<file path="src/hw/rtl/cfm_pkg.sv">
// ----------------------------------------------------------------------------
// cfm_pkg
// Sizes, register map, modes and shared types of the convolution MAC core.
// ----------------------------------------------------------------------------
package cfm_pkg;

   localparam int MAX_SIDE     = 32;
   localparam int MAX_CHANNELS = 16;
   localparam int MAX_KERNEL   = 7;
   localparam int MAX_FILTERS  = 16;

   localparam int ACT_DEPTH = MAX_CHANNELS * MAX_SIDE * MAX_SIDE;
   localparam int WGT_DEPTH = MAX_FILTERS * MAX_CHANNELS * MAX_KERNEL * MAX_KERNEL;
   localparam int ACT_AW    = $clog2(ACT_DEPTH);
   localparam int WGT_AW    = $clog2(WGT_DEPTH);

   localparam int ACC_W = 42;

   // register map
   localparam logic [2:0] REG_IN_ROWS      = 3'd0;
   localparam logic [2:0] REG_IN_COLS      = 3'd1;
   localparam logic [2:0] REG_IN_DEPTH     = 3'd2;
   localparam logic [2:0] REG_KERNEL_ROWS  = 3'd3;
   localparam logic [2:0] REG_KERNEL_COLS  = 3'd4;
   localparam logic [2:0] REG_FILTER_COUNT = 3'd5;
   localparam logic [2:0] REG_STRIDE       = 3'd6;
   localparam logic [2:0] REG_PADDING      = 3'd7;

   localparam int CSR_AW = 5;

   // request modes
   localparam logic [1:0] MODE_WGT = 2'd0;
   localparam logic [1:0] MODE_ACT = 2'd1;
   localparam logic [1:0] MODE_RUN = 2'd2;

   // clamped configuration and derived output plane size
   typedef struct packed {
      logic [5:0] rows;
      logic [5:0] cols;
      logic [4:0] depth;
      logic [2:0] krows;
      logic [2:0] kcols;
      logic [4:0] nfilt;
      logic [2:0] stride;
      logic [1:0] pad;
      logic [5:0] orows;
      logic [5:0] ocols;
   } cfg_type;

   // store access, one port per memory
   typedef struct packed {
      logic              act_we;
      logic              wgt_we;
      logic              rd_en;
      logic [ACT_AW-1:0] act_addr;
      logic [WGT_AW-1:0] wgt_addr;
      logic [15:0]       wdata;
   } mem_req_type;

   // x / st for st in 1..4 without a divider
   function automatic logic [5:0] div_stride(input logic [5:0] x, input logic [2:0] st);
      logic [12:0] p;
      p = {7'd0, x} * 13'd43;
      case (st)
         3'd2:    return {1'b0, x[5:1]};
         3'd3:    return p[12:7];
         3'd4:    return {2'b00, x[5:2]};
         default: return x;
      endcase
   endfunction

endpackage

</file>
<file path="src/hw/rtl/cfm_csr.sv">
// ----------------------------------------------------------------------------
// cfm_csr
// APB register file, clamping and output plane size.
// ----------------------------------------------------------------------------
module cfm_csr
   import cfm_pkg::*;
(
   input  logic              clock,
   input  logic              reset,
   input  logic              psel,
   input  logic              penable,
   input  logic              pwrite,
   input  logic [CSR_AW-1:0] paddr,
   input  logic [31:0]       pwdata,
   output logic [31:0]       prdata,
   output cfg_type           cfg
);

   logic [5:0] in_rows_ff, in_cols_ff;
   logic [4:0] in_depth_ff, filter_count_ff;
   logic [2:0] kernel_rows_ff, kernel_cols_ff, stride_ff;
   logic [1:0] padding_ff;
   logic [2:0] idx;
   logic       wr;
   logic [6:0] span_r, span_c;

   assign idx = paddr[4:2];
   assign wr  = psel && penable && pwrite;

   always_ff @(posedge clock) begin
      if (reset) begin
         in_rows_ff      <= 6'd28;
         in_cols_ff      <= 6'd28;
         in_depth_ff     <= 5'd1;
         kernel_rows_ff  <= 3'd5;
         kernel_cols_ff  <= 3'd5;
         filter_count_ff <= 5'd1;
         stride_ff       <= 3'd1;
         padding_ff      <= 2'd0;
      end else if (wr) begin
         case (idx)
            REG_IN_ROWS:      in_rows_ff      <= pwdata[5:0];
            REG_IN_COLS:      in_cols_ff      <= pwdata[5:0];
            REG_IN_DEPTH:     in_depth_ff     <= pwdata[4:0];
            REG_KERNEL_ROWS:  kernel_rows_ff  <= pwdata[2:0];
            REG_KERNEL_COLS:  kernel_cols_ff  <= pwdata[2:0];
            REG_FILTER_COUNT: filter_count_ff <= pwdata[4:0];
            REG_STRIDE:       stride_ff       <= pwdata[2:0];
            REG_PADDING:      padding_ff      <= pwdata[1:0];
            default: ;
         endcase
      end
   end

   always_comb begin
      case (idx)
         REG_IN_ROWS:      prdata = {26'd0, in_rows_ff};
         REG_IN_COLS:      prdata = {26'd0, in_cols_ff};
         REG_IN_DEPTH:     prdata = {27'd0, in_depth_ff};
         REG_KERNEL_ROWS:  prdata = {29'd0, kernel_rows_ff};
         REG_KERNEL_COLS:  prdata = {29'd0, kernel_cols_ff};
         REG_FILTER_COUNT: prdata = {27'd0, filter_count_ff};
         REG_STRIDE:       prdata = {29'd0, stride_ff};
         REG_PADDING:      prdata = {30'd0, padding_ff};
         default:          prdata = 32'd0;
      endcase
   end

   // zero reads as one, too large reads as the maximum; padding is not clamped
   always_comb begin
      cfg.rows   = (in_rows_ff == 6'd0) ? 6'd1 :
                   (in_rows_ff > 6'(MAX_SIDE)) ? 6'(MAX_SIDE) : in_rows_ff;
      cfg.cols   = (in_cols_ff == 6'd0) ? 6'd1 :
                   (in_cols_ff > 6'(MAX_SIDE)) ? 6'(MAX_SIDE) : in_cols_ff;
      cfg.depth  = (in_depth_ff == 5'd0) ? 5'd1 :
                   (in_depth_ff > 5'(MAX_CHANNELS)) ? 5'(MAX_CHANNELS) : in_depth_ff;
      cfg.krows  = (kernel_rows_ff == 3'd0) ? 3'd1 :
                   (kernel_rows_ff > 3'(MAX_KERNEL)) ? 3'(MAX_KERNEL) : kernel_rows_ff;
      cfg.kcols  = (kernel_cols_ff == 3'd0) ? 3'd1 :
                   (kernel_cols_ff > 3'(MAX_KERNEL)) ? 3'(MAX_KERNEL) : kernel_cols_ff;
      cfg.nfilt  = (filter_count_ff == 5'd0) ? 5'd1 :
                   (filter_count_ff > 5'(MAX_FILTERS)) ? 5'(MAX_FILTERS) : filter_count_ff;
      cfg.stride = (stride_ff == 3'd0) ? 3'd1 : (stride_ff > 3'd4) ? 3'd4 : stride_ff;
      cfg.pad    = padding_ff;

      span_r = {1'b0, cfg.rows} + {4'd0, cfg.pad, 1'b0};
      span_c = {1'b0, cfg.cols} + {4'd0, cfg.pad, 1'b0};
      cfg.orows = (span_r < {4'd0, cfg.krows}) ? 6'd0 :
                  6'(7'd1 + {1'b0, div_stride(6'(span_r - {4'd0, cfg.krows}), cfg.stride)});
      cfg.ocols = (span_c < {4'd0, cfg.kcols}) ? 6'd0 :
                  6'(7'd1 + {1'b0, div_stride(6'(span_c - {4'd0, cfg.kcols}), cfg.stride)});
   end

endmodule

</file>
<file path="config.mk">
export PLATFORM = sky130hd
export DESIGN_NAME = cfm_csr
export DESIGN_NICKNAME = d
export VERILOG_FILES = /design/src/hw/rtl/cfm_pkg.sv /design/src/hw/rtl/cfm_csr.sv
export SDC_FILE = /design/constraint.sdc
export NUM_CORES = 1
export LEC_CHECK = 0
export BUFFER_PORTS_ARGS = -buffer_cell sky130_fd_sc_hd__buf_4
export CAP_MARGIN = 20
export CORE_MARGIN = 2
export CORE_UTILIZATION = 40
export DETAILED_ROUTE_END_ITERATION = 12
export PLACE_DENSITY = 0.68
export SYNTH_ARGS = -nofsm -noshare
export SYNTH_HDL_FRONTEND = slang
export SYNTH_SLANG_ARGS = --single-unit
</file>
<file path="constraint.sdc">
create_clock -name clock -period 9.05 [get_ports clock]
set_clock_uncertainty 0.05 [all_clocks]
set_input_delay 0.905 -clock clock [delete_from_list [all_inputs] [get_ports clock]]
set_output_delay 0.905 -clock clock [all_outputs]
set_load 0.005 [all_outputs]
</file>
### After elaboration in Yosys (flattened, before gate mapping)

Index checks and enable logic that the tools add are counted.
Widths: inputs -> output; s select.

* flip-flop bits (word level): 33
* bits in latches: 0
* bits in writable memories: 0
* ROM bits: 0
* word-level logic and storage cells: 72
* memories kept: 0

* add/subtract/negate cells: 6
* multiply operators: 2
* div/mod/pow operators: 0
* $lt $le $gt $ge: 9
* equality and inequality tests: 10
* shift operators: 0
* mux-type cells: 19
* bitwise operators: 0
* reductions and logical operators: 18

Operator list (count)
* $pmux 32 s8: 1
* $mux 6: 6
* $pmux 6 s3: 2
* $mul 6x6->12 const B: 2
* $mux 5: 4
* $mux 3: 6
* $reduce_and 2->1: 8
* $eq 3x3->1 const B: 5
* $add 6x3->7: 2
* $lt 7x3->1: 2
* $add 1x6->6 const A: 2
* $eq 3x2->1 const B: 4
* $gt 6x6->1 const B: 2
* $logic_not 3->1: 4
* $logic_not 6->1: 2
* $sub 6x3->6: 2
* $gt 5x5->1 const B: 2
* $logic_not 5->1: 2
* $gt 3x3->1 const B: 3
* $eq 3x1->1 const B: 1
* $logic_and 1x1->1: 2

### Depth between registers and ports, before layout

* word-level depth: 9
* gate-level depth with buffers: 25
* mapped depth without buffers: 25

### Worst setup path after synthesis

OpenSTA, ideal clock, no wires.

* path kind: register to output
* start: register in_rows_ff[5]
* end: output cfg[11] in the netlist's numbering
* data arrival time: 5840 ps
* data required time: 8095 ps
* slack: 2255 ps
* stages on the path, launching flop included: 24
* path through: dfxtp_1 -> clkbuf_1 -> nor2b_1 -> ha_1 -> fa_1 -> ha_1 -> a21oi_1 -> a21oi_1 -> o211a_1 -> a211oi_2 -> inv_1 -> ha_1 -> ha_1 -> inv_1 -> fa_1 -> inv_1 -> ha_1 -> a21o_1 -> a221o_1 -> a31o_1 -> a21oi_1 -> mux2i_1 -> o22ai_1 -> o41ai_1

RTL lines
* from (decl): line cfm_csr.sv:19 `logic [5:0] in_rows_ff, in_cols_ff;`
* from (signal assigned): line cfm_csr.sv:42 `REG_IN_ROWS: in_rows_ff <= pwdata[5:0];`
* to (decl): line cfm_csr.sv:16 `output cfg_type cfg`

==> run_results.csv <==
group,metric,value,unit
outcome,status,"finished, final reports clean",
clock_tree,htreeDepth,2,
critical_path,worstSetupEndpointType,"output port",
pwr,power_density,98.1,mW/mm^2
global_routing,grt_pass1_vias,3755,
route,drt-initial-drc-count,137,
cells_and_area,area_delta_synth_final,11.7,%
logic_synthesis,synth_edf_count,0,
timing,slew_viol_final,0,
global_routing,grt_start_max_net_pins,34,
timing,fin_setup_tns,0,ns
critical_path,worstSetupPathType,"flop to output port",
floorplan,io_pins,119,
logic_synthesis,muxShareOfSynthArea,6.29,%
global_routing,grt_usage,19.0,%
route,first_pass_iters,5,
cells_and_area,n_antenna_cell,0,
timing,worst_slack,1.16,ns
floorplan,coreArea,0.0108,mm^2
timing,max_freq,127,MHz
clock_tree,clk_latency,0.28,ns
pwr,vdd_drop_max,0.0805,mV
timing,finalHoldViolations,0,
timing,max_slew.worst_pin.slew,0.795,ns
clock_tree,postCtsSetupBuffers,0,
route,vias,3986,
route,drc,0,
logic_synthesis,synth.avg_cell_area,7.84,um^2
critical_path,crit_arrival,6.94,ns
route,wire_per_inst,14.9,um
logic_synthesis,yosys.area_share.simple,19.7,%
critical_path,critical_path.startpoint,"in_rows_ff[5]",
global_routing,grt_most_used_layer,"met2",
place,place.gp.congestion,0.849,
min_path,hold_class,"flop to flop",
global_routing,grt_overflow,0,
logic_synthesis,synth_cell_types,71,
place,pre_cts_ws,1.50,ns
clock_tree,clock_sinks,33,
floorplan,fp.dieW,109,um
timing,slew_headroom,46.9,%
logic_synthesis,ys_async_sr_fraction,0,%
logic_synthesis,synth_top_family_by_area,"adder cells",
cells_and_area,layout_commonest_cell,"nor2_1",
timing,finalSetupViolCount,0,
critical_path,crit_fanout,17,
critical_path,crit_required,8.10,ns
route,drtAntennaViolNets,0,
cells_and_area,drive_above_1_share,14.5,%
global_routing,grt_pass1_wl,18100,um
timing,layout_min_cycle_time,7.89,ns
run,maxCapViolations,0,
logic_synthesis,synth_adder_area_share,23.1,%
place,numPortBuffers,64,
timing,period_share,87.2,%
clock_tree,cts_buffer_depth,2,
clock_tree,hold_buffers,0,
pwr,p_leak,2.37,nW
clock_tree,cts_made_buffers,5,
global_routing,grt_util_met1,25.4,%
floorplan,die_h,109,um
floorplan,initial_utilization,40.7,%
logic_synthesis,synthFlopType,"dfxtp_1",
place,hpwl,9010,um
logic_synthesis,yosysSeqAreaShare,15.0,%
logic_synthesis,ys_ff_latch,33,
global_routing,use_met3,2.33,%
global_routing,antenna_found_initial,0,
cells_and_area,final_nets,717,
logic_synthesis,syn_inst,561,
route,routed_wl,11100,um
cells_and_area,most-common-layout-cells,"nor2_1, buf_4, ha_1, inv_1, dfxtp_1",
global_routing,use_met2,32.2,%
logic_synthesis,ys_warn_count,0,
min_path,min_from,"in_depth_ff[2]",
floorplan,die_area,0.0118,mm^2
clock_tree,ctsResizeCount,0,
logic_synthesis,synth_compound_area_share,19.5,%
critical_path,start_kind,"flop",
logic_synthesis,synth-xor-area-share,3.99,%
logic_synthesis,synth_area,0.00440,mm^2
floorplan,num_rows,38,
timing,grt_setup_unrepaired,"no",
clock_tree,clockRootBuffer,"clkbuf_8",
clock_tree,clkSlewWorstSetupHoldPaths,0.06,ns
route,vias_per_cell,5.37,
timing,fin_hold_ws,0.489,ns
pwr,finalPower,482,uW
critical_path,worstReg2RegStart,"stride_ff[2]",
clock_tree,cts_tree,"yes",
-- final timing paths --
kind	depth (start not counted)	end	slack [ns]
hold reg to reg	2	in_depth_ff[2]	0.49
setup reg to reg	2	stride_ff[2]	7.81
hold / removal	2	in_depth_ff[2]	0.49
setup / recovery	23	cfg[11]	1.16
-- worst max-delay path: stages, from the launching register on --
cell	delay (ns)
dfxtp_1	0.72
nor2b_1	0.13
ha_1	0.25
fa_1	0.44
ha_1	0.36
a21oi_1	0.26
a21oi_1	0.13
o211a_1	0.24
a211oi_2	0.52
inv_1	0.10
ha_1	0.30
ha_1	0.28
inv_1	0.05
fa_1	0.54
inv_1	0.05
ha_1	0.30
a21o_1	0.18
a221o_1	0.38
a31o_1	0.25
a21oi_1	0.19
mux2i_1	0.25
o22ai_1	0.16
o41ai_1	0.41
buf_4	0.18
-- logic make-up (layout without fill, tap and decap cells) --
group,count (synthesis),after routing
flops,33,33
buf+inv,115,131
mux,25,25
other cells,1,26
fa+ha+maj,74,74
simple gates,171,171
compound gates,122,122
xor+xnor,20,20
-- synthesized netlist by cell type (17+ instances only) --
cell type	n	area share, %
buf_4	27	4.6
dfxtp_1	33	15
clkbuf_1	25	2.1
o21ai_0	19	2.2
inv_1	55	4.7
nor2b_1	19	2.7
a21oi_1	29	3.3
nor2_1	66	5.6
mux2i_1	22	5.0
xnor2_1	17	3.4
nand2_1	27	2.3
ha_1	62	18
-- per-stage QoR --
step                utilization [%]  cells  instance area [um^2]
finish                         45.5    742                  4910
global route                   45.5    742                  4910
CTS                            45.5    742                  4910
detailed placement             44.7    734                  4830
global placement               44.7    734                  4830
floorplan                         -    586                  4490
-- sequential cells by signal, summed over array words and instances, names as in the netlist --
signal,cells
in_cols_ff,6
kernel_rows_ff,3
filter_count_ff,5
in_rows_ff,6
in_depth_ff,5
padding_ff,2
kernel_cols_ff,3
stride_ff,3
-- per-layer routing --
| metal | part of all wire, % | wire, um |
|---|---|---|
| met4 | 1.5 | 166 |
| met2 | 46 | 5110 |
| met3 | 5.5 | 609 |
| met5 | 0 | 0 |
| met1 | 47 | 5200 |
-- power by group --
group | internal [mW] | total, mW | switching, mW
Clock | 0.0545 | 0.104 | 0.0494
Combinational | 0.104 | 0.229 | 0.125
Sequential | 0.147 | 0.149 | 0.00246
Total | 0.305 | 0.482 | 0.176
-- layout make-up --
type,instances,area (um^2)
tap,140,175
multi-input combinational,438,3290
sequential,33,661
clock buffer,8,80.1
timing repair buffer,65,488
fill,1065,5880
inverter,58,218
Power figures use the tool's default switching activity.
