==> src/hw/rtl/cfm_pkg.sv <==
// ----------------------------------------------------------------------------
// cfm_pkg
// Sizes, register map, modes and shared types of the convolution MAC core.
// ----------------------------------------------------------------------------
package cfm_pkg;

   localparam int MAX_SIDE     = 32;
   localparam int MAX_CHANNELS = 16;
   localparam int MAX_KERNEL   = 7;
   localparam int MAX_FILTERS  = 16;

   localparam int ACT_DEPTH = MAX_CHANNELS * MAX_SIDE * MAX_SIDE;
   localparam int WGT_DEPTH = MAX_FILTERS * MAX_CHANNELS * MAX_KERNEL * MAX_KERNEL;
   localparam int ACT_AW    = $clog2(ACT_DEPTH);
   localparam int WGT_AW    = $clog2(WGT_DEPTH);

   localparam int ACC_W = 42;

   // register map
   localparam logic [2:0] REG_IN_ROWS      = 3'd0;
   localparam logic [2:0] REG_IN_COLS      = 3'd1;
   localparam logic [2:0] REG_IN_DEPTH     = 3'd2;
   localparam logic [2:0] REG_KERNEL_ROWS  = 3'd3;
   localparam logic [2:0] REG_KERNEL_COLS  = 3'd4;
   localparam logic [2:0] REG_FILTER_COUNT = 3'd5;
   localparam logic [2:0] REG_STRIDE       = 3'd6;
   localparam logic [2:0] REG_PADDING      = 3'd7;

   localparam int CSR_AW = 5;

   // request modes
   localparam logic [1:0] MODE_WGT = 2'd0;
   localparam logic [1:0] MODE_ACT = 2'd1;
   localparam logic [1:0] MODE_RUN = 2'd2;

   // clamped configuration and derived output plane size
   typedef struct packed {
      logic [5:0] rows;
      logic [5:0] cols;
      logic [4:0] depth;
      logic [2:0] krows;
      logic [2:0] kcols;
      logic [4:0] nfilt;
      logic [2:0] stride;
      logic [1:0] pad;
      logic [5:0] orows;
      logic [5:0] ocols;
   } cfg_type;

   // store access, one port per memory
   typedef struct packed {
      logic              act_we;
      logic              wgt_we;
      logic              rd_en;
      logic [ACT_AW-1:0] act_addr;
      logic [WGT_AW-1:0] wgt_addr;
      logic [15:0]       wdata;
   } mem_req_type;

   // x / st for st in 1..4 without a divider
   function automatic logic [5:0] div_stride(input logic [5:0] x, input logic [2:0] st);
      logic [12:0] p;
      p = {7'd0, x} * 13'd43;
      case (st)
         3'd2:    return {1'b0, x[5:1]};
         3'd3:    return p[12:7];
         3'd4:    return {2'b00, x[5:2]};
         default: return x;
      endcase
   endfunction

endpackage

==> src/hw/rtl/cfm_if.sv <==
// ----------------------------------------------------------------------------
// cfm_req_if / cfm_rsp_if
// Valid/ready channels for requests and results.
// ----------------------------------------------------------------------------
interface cfm_req_if;
   logic               valid;
   logic               ready;
   logic [1:0]         mode;
   logic [3:0]         filter_index;
   logic [3:0]         channel;
   logic [5:0]         row;
   logic [5:0]         col;
   logic signed [15:0] value;

   modport source (output valid, mode, filter_index, channel, row, col, value, input ready);
   modport sink   (input valid, mode, filter_index, channel, row, col, value, output ready);
endinterface

interface cfm_rsp_if;
   logic               valid;
   logic               ready;
   logic signed [31:0] result;
   logic               accepted;

   modport source (output valid, result, accepted, input ready);
   modport sink   (input valid, result, accepted, output ready);
endinterface

==> src/hw/rtl/cfm_seq.sv <==
// ----------------------------------------------------------------------------
// cfm_seq
// Request sequencer: store writes, kernel walk, multiply-accumulate, result.
// ----------------------------------------------------------------------------
module cfm_seq
   import cfm_pkg::*;
(
   input  logic               clock,
   input  logic               reset,
   input  cfg_type            cfg,
   cfm_req_if.sink            req,
   cfm_rsp_if.source          rsp,
   output mem_req_type        mem,
   input  logic signed [15:0] act_q,
   input  logic signed [15:0] wgt_q
);

   typedef enum logic [1:0] {IDLE, RUN, DRAIN, DONE} state_type;

   state_type                 state_ff;
   logic [3:0]                f_ff, d_ff;
   logic [2:0]                kr_ff, kc_ff;
   logic signed [9:0]         br_ff, bc_ff;
   logic                      drain_ff;
   logic                      ok_ff, run_ff;
   logic                      inb1_ff;
   logic signed [31:0]        prod_ff;
   logic signed [ACC_W-1:0]   acc_ff;
   logic                      rsp_valid_ff, rsp_ok_ff;
   logic signed [31:0]        rsp_result_ff;

   logic                      take, ok_in, inb0, last_pos;
   logic                      rsp_load, rsp_valid_in;
   logic signed [9:0]         ir, ic, br_in, bc_in;
   logic [8:0]                rs, cs;
   logic signed [31:0]        sat;

   assign req.ready = (state_ff == IDLE);
   assign take      = req.valid && req.ready;

   always_comb begin
      case (req.mode)
         MODE_WGT: ok_in = ({1'b0, req.filter_index} < cfg.nfilt) &&
                           ({1'b0, req.channel} < cfg.depth) &&
                           (req.row < {3'd0, cfg.krows}) && (req.col < {3'd0, cfg.kcols});
         MODE_ACT: ok_in = ({1'b0, req.channel} < cfg.depth) &&
                           (req.row < cfg.rows) && (req.col < cfg.cols);
         MODE_RUN: ok_in = ({1'b0, req.filter_index} < cfg.nfilt) &&
                           (req.row < cfg.orows) && (req.col < cfg.ocols);
         default:  ok_in = 1'b0;
      endcase
   end

   // window origin: out * stride - padding
   assign rs    = 9'(req.row * cfg.stride);
   assign cs    = 9'(req.col * cfg.stride);
   assign br_in = $signed({1'b0, rs}) - $signed({8'd0, cfg.pad});
   assign bc_in = $signed({1'b0, cs}) - $signed({8'd0, cfg.pad});

   assign ir   = br_ff + $signed({7'd0, kr_ff});
   assign ic   = bc_ff + $signed({7'd0, kc_ff});
   assign inb0 = (state_ff == RUN) && !ir[9] && !ic[9] &&
                 (ir[8:0] < {3'd0, cfg.rows}) && (ic[8:0] < {3'd0, cfg.cols});

   assign last_pos = ({2'd0, kc_ff} == 5'(cfg.kcols - 3'd1)) &&
                     ({2'd0, kr_ff} == 5'(cfg.krows - 3'd1)) &&
                     ({1'b0, d_ff} == cfg.depth - 5'd1);

   always_comb begin
      mem.wdata = req.value;
      if (state_ff == RUN) begin
         mem.act_we   = 1'b0;
         mem.wgt_we   = 1'b0;
         mem.rd_en    = inb0;
         mem.act_addr = ACT_AW'((d_ff * MAX_SIDE + ir[8:0]) * MAX_SIDE + ic[8:0]);
         mem.wgt_addr = WGT_AW'(((f_ff * MAX_CHANNELS + d_ff) * MAX_KERNEL + kr_ff)
                                * MAX_KERNEL + kc_ff);
      end else begin
         mem.act_we   = take && ok_in && (req.mode == MODE_ACT);
         mem.wgt_we   = take && ok_in && (req.mode == MODE_WGT);
         mem.rd_en    = 1'b0;
         mem.act_addr = ACT_AW'((req.channel * MAX_SIDE + req.row) * MAX_SIDE + req.col);
         mem.wgt_addr = WGT_AW'(((req.filter_index * MAX_CHANNELS + req.channel)
                                * MAX_KERNEL + req.row) * MAX_KERNEL + req.col);
      end
   end

   always_comb begin
      if (acc_ff > $signed(ACC_W'(32'h7fff_ffff)))
         sat = 32'sh7fff_ffff;
      else if (acc_ff < -$signed(ACC_W'(33'h0_8000_0000)))
         sat = 32'sh8000_0000;
      else
         sat = acc_ff[31:0];
   end

   // output register loads when free or drained in the same cycle
   assign rsp_load     = (state_ff == DONE) && (!rsp_valid_ff || rsp.ready);
   assign rsp_valid_in = rsp_load || (rsp_valid_ff && !rsp.ready);

   // MAC pipeline: read, multiply, accumulate
   always_ff @(posedge clock) begin
      inb1_ff <= inb0;
      prod_ff <= inb1_ff ? act_q * wgt_q : 32'sd0;
      if (take)
         acc_ff <= '0;
      else
         acc_ff <= acc_ff + ACC_W'(prod_ff);
   end

   always_ff @(posedge clock) begin
      if (reset) begin
         state_ff     <= IDLE;
         rsp_valid_ff <= 1'b0;
         drain_ff     <= 1'b0;
      end else begin
         rsp_valid_ff <= rsp_valid_in;
         case (state_ff)
            IDLE: begin
               if (take) begin
                  f_ff   <= req.filter_index;
                  d_ff   <= 4'd0;
                  kr_ff  <= 3'd0;
                  kc_ff  <= 3'd0;
                  br_ff  <= br_in;
                  bc_ff  <= bc_in;
                  ok_ff  <= ok_in;
                  run_ff <= ok_in && (req.mode == MODE_RUN);
                  state_ff <= (ok_in && (req.mode == MODE_RUN)) ? RUN : DONE;
               end
            end
            RUN: begin
               if (last_pos) begin
                  drain_ff <= 1'b0;
                  state_ff <= DRAIN;
               end else if ({2'd0, kc_ff} == 5'(cfg.kcols - 3'd1)) begin
                  kc_ff <= 3'd0;
                  if ({2'd0, kr_ff} == 5'(cfg.krows - 3'd1)) begin
                     kr_ff <= 3'd0;
                     d_ff  <= d_ff + 4'd1;
                  end else begin
                     kr_ff <= kr_ff + 3'd1;
                  end
               end else begin
                  kc_ff <= kc_ff + 3'd1;
               end
            end
            DRAIN: begin
               drain_ff <= 1'b1;
               if (drain_ff)
                  state_ff <= DONE;
            end
            DONE: begin
               if (rsp_load) begin
                  rsp_result_ff <= run_ff ? sat : 32'sd0;
                  rsp_ok_ff     <= ok_ff;
                  state_ff      <= IDLE;
               end
            end
            default: state_ff <= IDLE;
         endcase
      end
   end

   assign rsp.valid    = rsp_valid_ff;
   assign rsp.result   = rsp_result_ff;
   assign rsp.accepted = rsp_ok_ff;

endmodule

==> src/flat_wrapper.sv <==
// flat-port wrapper written by rule: the top's interface ports become plain ports
module cfm_seq_flat import cfm_pkg::*;
  (clock, reset, cfg, mem, act_q, wgt_q, req_valid, req_mode, req_filter_index, req_channel, req_row, req_col, req_value, req_ready, rsp_valid, rsp_result, rsp_accepted, rsp_ready);
  cfm_req_if req_i ();
  cfm_rsp_if rsp_i ();
  input  logic clock;
  input  logic reset;
  input  cfg_type cfg;
  output mem_req_type mem;
  input  logic signed [15:0] act_q;
  input  logic signed [15:0] wgt_q;
  input wire logic [$bits(req_i.valid)-1:0] req_valid;
  input wire logic [$bits(req_i.mode)-1:0] req_mode;
  input wire logic [$bits(req_i.filter_index)-1:0] req_filter_index;
  input wire logic [$bits(req_i.channel)-1:0] req_channel;
  input wire logic [$bits(req_i.row)-1:0] req_row;
  input wire logic [$bits(req_i.col)-1:0] req_col;
  input wire logic [$bits(req_i.value)-1:0] req_value;
  output wire logic [$bits(req_i.ready)-1:0] req_ready;
  output wire logic [$bits(rsp_i.valid)-1:0] rsp_valid;
  output wire logic [$bits(rsp_i.result)-1:0] rsp_result;
  output wire logic [$bits(rsp_i.accepted)-1:0] rsp_accepted;
  input wire logic [$bits(rsp_i.ready)-1:0] rsp_ready;
  assign req_i.valid = req_valid;
  assign req_i.mode = req_mode;
  assign req_i.filter_index = req_filter_index;
  assign req_i.channel = req_channel;
  assign req_i.row = req_row;
  assign req_i.col = req_col;
  assign req_i.value = req_value;
  assign req_ready = req_i.ready;
  assign rsp_valid = rsp_i.valid;
  assign rsp_result = rsp_i.result;
  assign rsp_accepted = rsp_i.accepted;
  assign rsp_i.ready = rsp_ready;
  cfm_seq u_core (.clock(clock), .reset(reset), .cfg(cfg), .req(req_i), .rsp(rsp_i), .mem(mem), .act_q(act_q), .wgt_q(wgt_q));
endmodule
==> config.mk <==
export PLATFORM = sky130hd
export DESIGN_NAME = cfm_seq_flat
export DESIGN_NICKNAME = d
export VERILOG_FILES = /design/src/hw/rtl/cfm_pkg.sv /design/src/hw/rtl/cfm_if.sv /design/src/hw/rtl/cfm_seq.sv /design/src/flat_wrapper.sv
export SDC_FILE = /design/constraint.sdc
export NUM_CORES = 1
export LEC_CHECK = 0
export BUFFER_PORTS_ARGS = -buffer_cell sky130_fd_sc_hd__buf_2
export CELL_PAD_IN_SITES_DETAIL_PLACEMENT = 2
export CELL_PAD_IN_SITES_GLOBAL_PLACEMENT = 2
export CORE_MARGIN = 5
export CORE_UTILIZATION = 42
export CTS_CLUSTER_SIZE = 12
export DETAILED_ROUTE_END_ITERATION = 10
export PLACE_DENSITY_LB_ADDON = 0.05
export SLEW_MARGIN = 20
export SYNTH_ARGS = -nofsm -noshare
export SYNTH_HDL_FRONTEND = slang
export SYNTH_SLANG_ARGS = --single-unit
==> constraint.sdc <==
create_clock -name clock -period 25.7 [get_ports clock]
set_input_delay 5.14 -clock clock [delete_from_list [all_inputs] [get_ports clock]]
set_output_delay 5.14 -clock clock [all_outputs]
set_load 0.02 [all_outputs]
After elaboration in Yosys (flattened, before gate mapping)
Index checks and enable logic that the tools add are counted.
- add/sub/neg operators: 21
- multipliers: 7
- divide/modulo/power cells: 0
- $lt $le $gt $ge: 12
- eq/ne operators: 15
- shifts and indexed selects: 0
- mux-type cells: 25
- bitwise gates (word level): 2
- reductions and logical operators: 38
- operators with widths (kind ; count):
    32-bit by 3-bit multiplier with 14-bit output, second input constant ; 2
    32-bit by 3-bit multiplier with 32-bit output, second input constant ; 2
    31-bit two-way mux ; 2
    42-bit by 32-bit adder with 42-bit output ; 1
    42-bit by 32-bit greater-than comparator with 1-bit output, second input constant ; 1
    42-bit by 32-bit < comparator with 1-bit output, second input constant ; 1
    32-bit by 3-bit adder with 32-bit output ; 1
    32-bit by 6-bit adder with 32-bit output ; 1
    16-bit by 16-bit multiplier with 32-bit output ; 1
    32-bit two-way mux ; 1
    14-bit by 6-bit adder with 14-bit output ; 2
    6-bit < comparator ; 4
    10-bit by 4-bit adder with 10-bit output ; 2
    1-bit logical AND ; 20
    9-bit by 2-bit subtractor with 10-bit output ; 2
    8-bit by 4-bit adder with 9-bit output ; 2
    9-bit by 6-bit < comparator with 1-bit output ; 2
    6-bit by 3-bit multiplier with 9-bit output ; 2
    3-bit two-way mux ; 6
    4-bit two-way mux ; 4
    14-bit by 3-bit adder with 14-bit output ; 1
    14-bit by 9-bit adder with 14-bit output ; 1
    6-bit by 3-bit < comparator with 1-bit output ; 2
    3-bit case mux with 2 select lines ; 2
    other kinds (30) ; 55
- flip-flop bits (word level): 148
- latch bits: 0
- memory bits (writable): 0
- memory bits (read-only): 0
- input port bits: 119
- output and inout port bits: 82
- memories kept: 0

Depth between registers and ports, before layout
Gate-level depths: netlist of the first run.
- depth in word-level cells: 9
- depth in mapped cells: 24
- gate-level depth less buffers: 24

Worst setup path before layout of the first run
OpenSTA, ideal clock, no wires.
- path kind: input port to output port
- start point: input req_channel[3]
- end point: output mem[29] (netlist name)
- arrival: 10291 ps
- data required time: 20560 ps
- setup slack: 10269 ps
- stages on the path: 23
- path buffers: 0
- cells stage by stage: inv_1 fa_1 fa_1 inv_1 ha_1 nor2b_1 o21ai_0 a21boi_0 o21ai_0 a21boi_0 nor2_1 inv_1 fa_1 inv_1 ha_1 ha_1 or3_1 o21ai_0 a21oi_1 a41o_1 o41a_1 xnor2_1 mux2i_1
- RTL lines (element ; RTL line ; text):
    start, declared ; flat_wrapper.sv:15 ; input wire logic [$bits(req_i.channel)-1:0] req_channel;
    end, declared ; flat_wrapper.sv:9 ; output mem_req_type mem;

==> results of run 1 <==
[critical path, cell delays in order]
cell	delay, ps
buf_2	110
inv_1	210
fa_1	490
fa_1	520
inv_1	50
ha_1	340
nor2b_1	150
o21ai_0	310
a21boi_0	190
o21ai_0	270
a21boi_0	170
o21ai_0	340
nand2_1	170
xnor2_1	390
fa_1	490
inv_1	70
ha_1	220
ha_1	370
nand3_1	110
nand2_1	50
a41o_1	230
o41a_1	330
xnor2_1	130
mux2i_1	120
buf_2	190
[metrics by stage]
stage	setup WS [ps]	hold WS, ps	cell area, µm²	util
2_1_floorplan	10270	400	24400	-
3_3_place_gp	9700	412	25900	0.449
3_5_place_dp	9410	433	25900	0.449
4_1_cts	9390	447	26400	0.459
5_1_grt	9040	449	26400	0.459
6_report	9400	440	26400	0.459
[sequential cells by signal (all words and copies together), names as in the netlist, 2 cells and up]
name,flops
u_core.acc_ff,42
u_core.prod_ff,32
u_core.rsp.result,32
u_core.bc_ff,10
u_core.br_ff,10
u_core.d_ff,4
u_core.f_ff,4
u_core.kc_ff,3
u_core.kr_ff,3
u_core.state_ff,2
[cell families after synthesis]
family / count (synthesis)
compound gates: 425
simple gates: 739
xor+xnor: 154
mux: 17
flops: 148
fa+ha+maj: 640
buf+inv: 615
[layer usage]
| metal | wire length (µm) | part of all wire |
|---|---|---|
| met1 | 35000 | 0.45 |
| met2 | 38700 | 0.50 |
| met3 | 2350 | 0.030 |
| met4 | 1360 | 0.018 |
| met5 | 0 | 0 |
[Yosys cell counts, drive strengths merged (4+ instances only)]
| library cell | instances |
|---|---|
| inv | 529 |
| fa | 329 |
| ha | 311 |
| nand2 | 222 |
| nor2 | 161 |
| and2 | 148 |
| a21oi | 145 |
| xnor2 | 101 |
| dfxtp | 79 |
| a21o | 71 |
| o21ai | 71 |
| clkbuf | 69 |
| edfxtp | 69 |
| xor2 | 53 |
| nor2b | 47 |
| nor3 | 33 |
| nand2b | 28 |
| nand3 | 28 |
| o21a | 21 |
| nand4 | 20 |
| a21boi | 18 |
| buf | 17 |
| and3 | 14 |
| o21bai | 13 |
| mux2i | 11 |
| a211oi | 10 |
| a31oi | 9 |
| nor4 | 9 |
| o211ai | 9 |
| or3 | 9 |
| nor3b | 8 |
| o31ai | 8 |
| a31o | 7 |
| a211o | 6 |
| mux2 | 6 |
| o22ai | 5 |
| a2111oi | 4 |
[worst paths after layout]
kind,start,end,slack (ps),depth (start not counted)
hold / removal,u_core.ok_ff,u_core.rsp.accepted,440,0
setup / recovery,req_channel[3],mem[29],9400,25
setup reg to reg,u_core.acc_ff[0],u_core.acc_ff[18],22660,11
hold reg to reg,u_core.ok_ff,u_core.rsp.accepted,440,0
[cell type report]
| class | instances | area [µm²] | share of cell area |
|---|---|---|---|
| clock inverters | 14 | 126 | 0.00478 |
| well taps | 765 | 957 | 0.0362 |
| clock buffers | 18 | 429 | 0.0162 |
| inverters | 529 | 1990 | 0.0751 |
| diodes | 4 | 10.0 | 0.000379 |
| flip-flops and latches | 148 | 3650 | 0.138 |
| multi-input cells | 1975 | 18400 | 0.696 |
| repair buffers | 174 | 886 | 0.0335 |
==> impl_metrics.json, run 1 <==
{
  "status": "completed",
  "grt.met1_usage": 0.320,
  "route.detailed.drc": 0,
  "finalSetupTns_ps": 0,
  "layout_common_cells": "inv_1, fa_1, ha_1",
  "synthSimpleGateAreaFrac": 0.149,
  "insertion_delay_ps": 470,
  "nFillCells": 6431,
  "drtPass1Iterations": 4,
  "synthXorXnorAreaFrac": 0.0553,
  "rows": 88,
  "seq_area_frac_synth": 0.150,
  "netlist_instances": 2738,
  "portBuffers": 168,
  "worst_pin_slew_ps": 933,
  "syn-mean-instance-area_um2": 8.91,
  "worstSetupStartpointType": "primary input",
  "vias": 19200,
  "start_util": 0.423,
  "antenna_left": 0,
  "slew_headroom": 0.372,
  "synth_seq_cells": 148,
  "synth_top_area_frac": 0.270,
  "grt_overflow_total": 0,
  "numClockSinks": 148,
  "placed_cells": 3591,
  "avgViaCountPerCell": 5.30,
  "core_area_um2": 57600,
  "routed_wl_um": 77400,
  "synthMuxAreaShare": 0.00729,
  "htree_levels": 4,
  "fp.dieW_um": 251,
  "hold_viol_final": 0,
  "gp_congestion": 0.861,
  "synthesis.area_um2": 24400,
  "path_class": "primary input to output port",
  "die_y_um": 251,
  "layout_commonest_cell": "inv_1",
  "syn_nets": 3497,
  "grt.busiest_layer": "met2",
  "synth_compound_area_frac": 0.112,
  "max_freq_mhz": 61.3,
  "antenna_found_initial": 4,
  "fin_crit_sh": 0.634,
  "final_nets": 3604,
  "grt_util_met3": 0.0338,
  "cts_tree": "yes",
  "clk_path_buf_depth": 2,
  "grt_max_degree": 51,
  "syn_to_final_growth_pct": 8.43,
  "setup_viol": 0,
  "synth_edf_count": 69,
  "worst_setup_path_end_kind": "output port",
  "hold_buffers": 0,
  "stdcell_count": 3627,
  "ys_types": 68,
  "min_path_type": "register to register",
  "rsz0062_at_grt": "no",
  "grt_pass1_wl_um": 123000,
  "cp.arrival_ps": 11160,
  "layout-drive-gt1-share": 0.0808,
  "die_area_um2": 63000,
  "slew_violations": 0,
  "clockRootBuffer": "clkbuf_16",
  "cts_setup_buffers": 0,
  "pin_count": 201,
  "maxCapViolCount": 0,
  "grt_pass1_vias": 22800,
  "cts_buffers": 17,
  "critPathMaxFanout": 5,
  "synth_top_family_by_area": "adder cells",
  "grt_use_total": 0.247,
  "critical_path_required_ps": 20560,
  "grt_use_met2": 0.440,
  "yosys_warnings": 0,
  "async_reset_ff_frac": 0,
  "cts-resized-gates": 0,
  "clk_pin_slew_ps": 60,
  "final.setup_skew_ps": 8.57,
  "avgRoutedWirePerCell_um": 21.3,
  "fin_crit_ps": 16300,
  "synth_top_area_cell": "fa_1",
  "synthAdderAreaFrac": 0.430,
  "synthTopCellsByArea": "fa_1, ha_1, edfxtp_1",
  "dp_hpwl_um": 64900,
  "drt_iter0_drc": 596,
  "synth_ff_type": "dfxtp_1"
}
Power of run 1 is left out: the tool's default activity adds up to more than one toggle a clock period on the data nets, which glitch-free logic cannot reach.
==> inputs of run 2 (changes only) <==
--- a/config.mk
+++ b/config.mk
@@ -9,7 +9,7 @@
 export CELL_PAD_IN_SITES_DETAIL_PLACEMENT = 2
 export CELL_PAD_IN_SITES_GLOBAL_PLACEMENT = 2
 export CORE_MARGIN = 5
-export CORE_UTILIZATION = 42
+export CORE_UTILIZATION = 35
 export CTS_CLUSTER_SIZE = 12
 export DETAILED_ROUTE_END_ITERATION = 10
 export PLACE_DENSITY_LB_ADDON = 0.05
==> constraint.sdc (replaced) <==
create_clock -name clock -period 14.4 [get_ports clock]
set_input_delay 2.88 -clock clock [delete_from_list [all_inputs] [get_ports clock]]
set_output_delay 2.88 -clock clock [all_outputs]
set_load 0.02 [all_outputs]
==> impl_metrics.json, run 2 (synthesized netlist as in run 1, its figures left out) <==
{
  "pin_count": 201,
  "layout_commonest_cell": "inv_1",
  "path_class": "primary input to output port",
  "fin_util": 0.387,
  "antenna_found_initial": 1,
  "critPathMaxFanout": 5,
  "portBuffers": 168,
  "grt_overflow_total": 0,
  "worst_pin_slew_ps": 963,
  "final.setup_skew_ps": 21.9,
  "worstSetupStartpointType": "primary input",
  "layout_common_cells": "inv_1, fa_1, ha_1",
  "cpMostUsedCell": "inv_1",
  "syn_to_final_growth_pct": 9.21,
  "max_freq_mhz": 86.5,
  "routed_wl_um": 76300,
  "stdcell_count": 3790,
  "top_layer": "met4",
  "insertion_delay_ps": 470,
  "setup_viol": 0,
  "worst_setup_path_end_kind": "output port",
  "slew_headroom": 0.353,
  "min_from": "u_core.ok_ff",
  "htree_levels": 4,
  "finalSetupTns_ps": 0,
  "crit_family": "adder cells",
  "placed_cells": 3757,
  "final_nets": 3604,
  "cts_setup_buffers": 0,
  "avgViaCountPerCell": 4.97,
  "crit_slowest_cell": "fa_1",
  "slew_violations": 0,
  "grt_pass1_wl_um": 122000,
  "hold_buffers": 0,
  "dr_wl_met3_um": 2010,
  "clk_path_buf_depth": 2,
  "cp.arrival_ps": 8680,
  "vias": 18900,
  "fin_crit_ps": 11560,
  "r2r-start": "u_core.acc_ff[9]",
  "cts_buffers": 17,
  "clockRootBuffer": "clkbuf_16",
  "antenna_left": 0,
  "wl_met1_um": 37500,
  "drtPass1Iterations": 5,
  "largest_reg_flops": 42,
  "cts-resized-gates": 0,
  "wl_met2_um": 36000,
  "critPathLaunch": "req_channel[3]",
  "rows": 96,
  "rsz0062_at_grt": "no",
  "grt_max_degree": 51,
  "status": "completed",
  "die_area_um2": 75000,
  "hold_viol_final": 0,
  "critical_path_required_ps": 11520,
  "cts_tree": "yes",
  "crit_buf_inv": 6,
  "clk_pin_slew_ps": 80,
  "dp_hpwl_um": 64600,
  "numClockSinks": 148,
  "die_y_um": 274,
  "gp_congestion": 0.828,
  "avgRoutedWirePerCell_um": 20.1,
  "core_area_um2": 68800,
  "min_path_type": "register to register",
  "grt_use_total": 0.206,
  "regMostFlops": "u_core.acc_ff",
  "nFillCells": 7717,
  "route.detailed.drc": 0,
  "layout-drive-gt1-share": 0.0815,
  "maxCapViolCount": 0,
  "grt_pass1_vias": 21500,
  "cp_slowest_stage_delay_ps": 540,
  "start_util": 0.354,
  "fp.dieW_um": 274,
  "drt_iter0_drc": 626,
  "fin_crit_sh": 0.803
}
[run 2: changes by cell type in the layout (fill, tap and decap cells not counted), sizes merged]
| cell | previous run | this run |
|---|---|---|
| diode | 4 | 1 |
| bufinv | 1 | 0 |
| clkinv | 6 | 3 |
| clkbuf | 18 | 22 |
[run 2: per-layer routing]
layer  track usage  vias up
met4        0.0345        0
met2         0.352      222
met3        0.0203       48
met1         0.288     9622
li1              -     8963
met5             0        -
[run 2: metrics by stage]
stage          instance area [µm²]  hold WS, ps  worst slack, ps
2_1_floorplan                24400          400             3490
3_3_place_gp                 26100          417             2970
3_5_place_dp                 26100          420             2770
4_1_cts                      26600          458             2760
5_1_grt                      26600          458             2350
6_report                     26600          449             2840
[run 2: path summary, 6_finish.rpt]
check                                            to  slack, ps  depth (start not counted)
worst max-delay path                        mem[29]       2840                         25
worst min-delay path            u_core.rsp.accepted        450                          0
worst max register to register    u_core.acc_ff[41]      11330                          9
worst min register to register  u_core.rsp.accepted        450                          0
[run 2: layout make-up]
type	instances	area, µm²	area share
clock buffer	22	464	0.0174
inverter	529	1990	0.0746
timing repair buffer	174	886	0.0333
clock inverter	10	73.8	0.00277
multi-input combinational	1975	18400	0.691
sequential	148	3650	0.137
tap	931	1160	0.0437
antenna	1	2.50	0.0000940
Power of run 2 is left out for the same reason.
==> inputs of run 3 (changes only) <==
--- a/config.mk
+++ b/config.mk
@@ -9,7 +9,7 @@
 export CELL_PAD_IN_SITES_DETAIL_PLACEMENT = 2
 export CELL_PAD_IN_SITES_GLOBAL_PLACEMENT = 2
 export CORE_MARGIN = 5
-export CORE_UTILIZATION = 35
+export CORE_UTILIZATION = 39
 export CTS_CLUSTER_SIZE = 12
 export DETAILED_ROUTE_END_ITERATION = 10
 export PLACE_DENSITY_LB_ADDON = 0.05
==> constraint.sdc (replaced) <==
create_clock -name clock -period 11.7 [get_ports clock]
set_input_delay 2.34 -clock clock [delete_from_list [all_inputs] [get_ports clock]]
set_output_delay 2.34 -clock clock [all_outputs]
set_load 0.02 [all_outputs]
==> impl_metrics.json, run 3 (synthesized netlist as in run 1, its figures left out) <==
{
  "final_nets": 3604,
  "cts_setup_buffers": 0,
  "multi_input_area_um2": 18400,
  "fin_crit_ps": 10580,
  "drtPass1Iterations": 4,
  "grt_use_total": 0.230,
  "regMostFlops": "u_core.acc_ff",
  "layout_common_cells": "inv_1, fa_1, ha_1",
  "antenna_left": 0,
  "critical_path_required_ps": 9360,
  "cts_tree": "yes",
  "fp.dieW_um": 260,
  "pin_count": 201,
  "slew_violations": 0,
  "vias": 19000,
  "max_freq_mhz": 94.5,
  "drt_iter0_drc": 727,
  "routed_wl_um": 76000,
  "numClockSinks": 148,
  "worstSetupStartpointType": "primary input",
  "grt_max_degree": 51,
  "worst_setup_path_end_kind": "output port",
  "portBuffers": 168,
  "core_area_um2": 61800,
  "largest_reg_flops": 42,
  "stdcell_count": 3701,
  "cts_buffers": 17,
  "rows": 91,
  "antenna_found_initial": 6,
  "critPathMaxFanout": 5,
  "rsz0062_at_grt": "no",
  "start_util": 0.394,
  "final.setup_skew_ps": 17.8,
  "route.detailed.drc": 0,
  "placed_cells": 3663,
  "dp_hpwl_um": 63600,
  "status": "completed",
  "slew_headroom": 0.381,
  "postPlaceCellArea_um2": 26000,
  "clk_path_buf_depth": 2,
  "insertion_delay_ps": 480,
  "clockRootBuffer": "clkbuf_16",
  "cts-resized-gates": 0,
  "cp.arrival_ps": 8240,
  "hold_buffers": 0,
  "die_area_um2": 67600,
  "regArea_um2": 3650,
  "setup_viol": 0,
  "gp_congestion": 0.888,
  "min_path_type": "register to register",
  "grt_pass1_vias": 22400,
  "avgRoutedWirePerCell_um": 20.5,
  "grt_overflow_total": 0,
  "layout_commonest_cell": "inv_1",
  "worst_pin_slew_ps": 929,
  "design_area_um2": 26600,
  "syn_to_final_growth_pct": 9.11,
  "layout-drive-gt1-share": 0.0822,
  "hold_viol_final": 0,
  "clk_pin_slew_ps": 60,
  "grt_pass1_wl_um": 123000,
  "finalSetupTns_ps": 0,
  "die_y_um": 260,
  "path_class": "primary input to output port",
  "nFillCells": 6915,
  "htree_levels": 4,
  "maxCapViolCount": 0,
  "avgViaCountPerCell": 5.13,
  "fin_crit_sh": 0.904
}
[run 3: worst paths after layout]
check	slack [ps]	to	cells past startpoint	startpoint
setup / recovery	1120	mem[29]	25	req_channel[3]
hold / removal	420	u_core.rsp.accepted	0	u_core.ok_ff
setup reg to reg	8720	u_core.acc_ff[18]	11	u_core.acc_ff[0]
hold reg to reg	420	u_core.rsp.accepted	0	u_core.ok_ff
[run 3: layer usage]
metal	global-route usage	up-vias	routed length, µm
met5	0	-	0
met1	0.306	9738	35300
li1	-	8963	-
met3	0.0368	75	2330
met4	0.0475	0	1120
met2	0.398	223	37200
[run 3: final cells by class]
type | count | area share
diodes | 6 | 0.000564
multi-input cells | 1975 | 0.692
inverters | 529 | 0.0746
repair buffers | 174 | 0.0333
clock buffers | 18 | 0.0161
flip-flops and latches | 148 | 0.137
clock inverters | 14 | 0.00715
well taps | 837 | 0.0394
[run 3: through the flow]
step | utilization | hold WS (ps) | setup slack (ps)
2_1_floorplan | - | 400 | 1870
3_3_place_gp | 0.420 | 408 | 1310
3_5_place_dp | 0.420 | 413 | 1060
4_1_cts | 0.430 | 429 | 1050
5_1_grt | 0.430 | 440 | 579
6_report | 0.430 | 424 | 1120
[run 3: critical path, cell delays in order]
cell	delay [ps]
buf_2	120
inv_1	190
fa_1	480
fa_1	510
inv_1	40
ha_1	330
nor2b_1	150
o21ai_0	200
a21boi_0	160
o21ai_0	270
a21boi_0	170
o21ai_0	300
nand2_1	150
xnor2_1	430
fa_1	500
inv_1	70
ha_1	230
ha_1	380
nand3_1	110
nand2_1	50
a41o_1	230
o41a_1	350
xnor2_1	140
mux2i_1	130
buf_2	190
Power of run 3 is left out for the same reason.
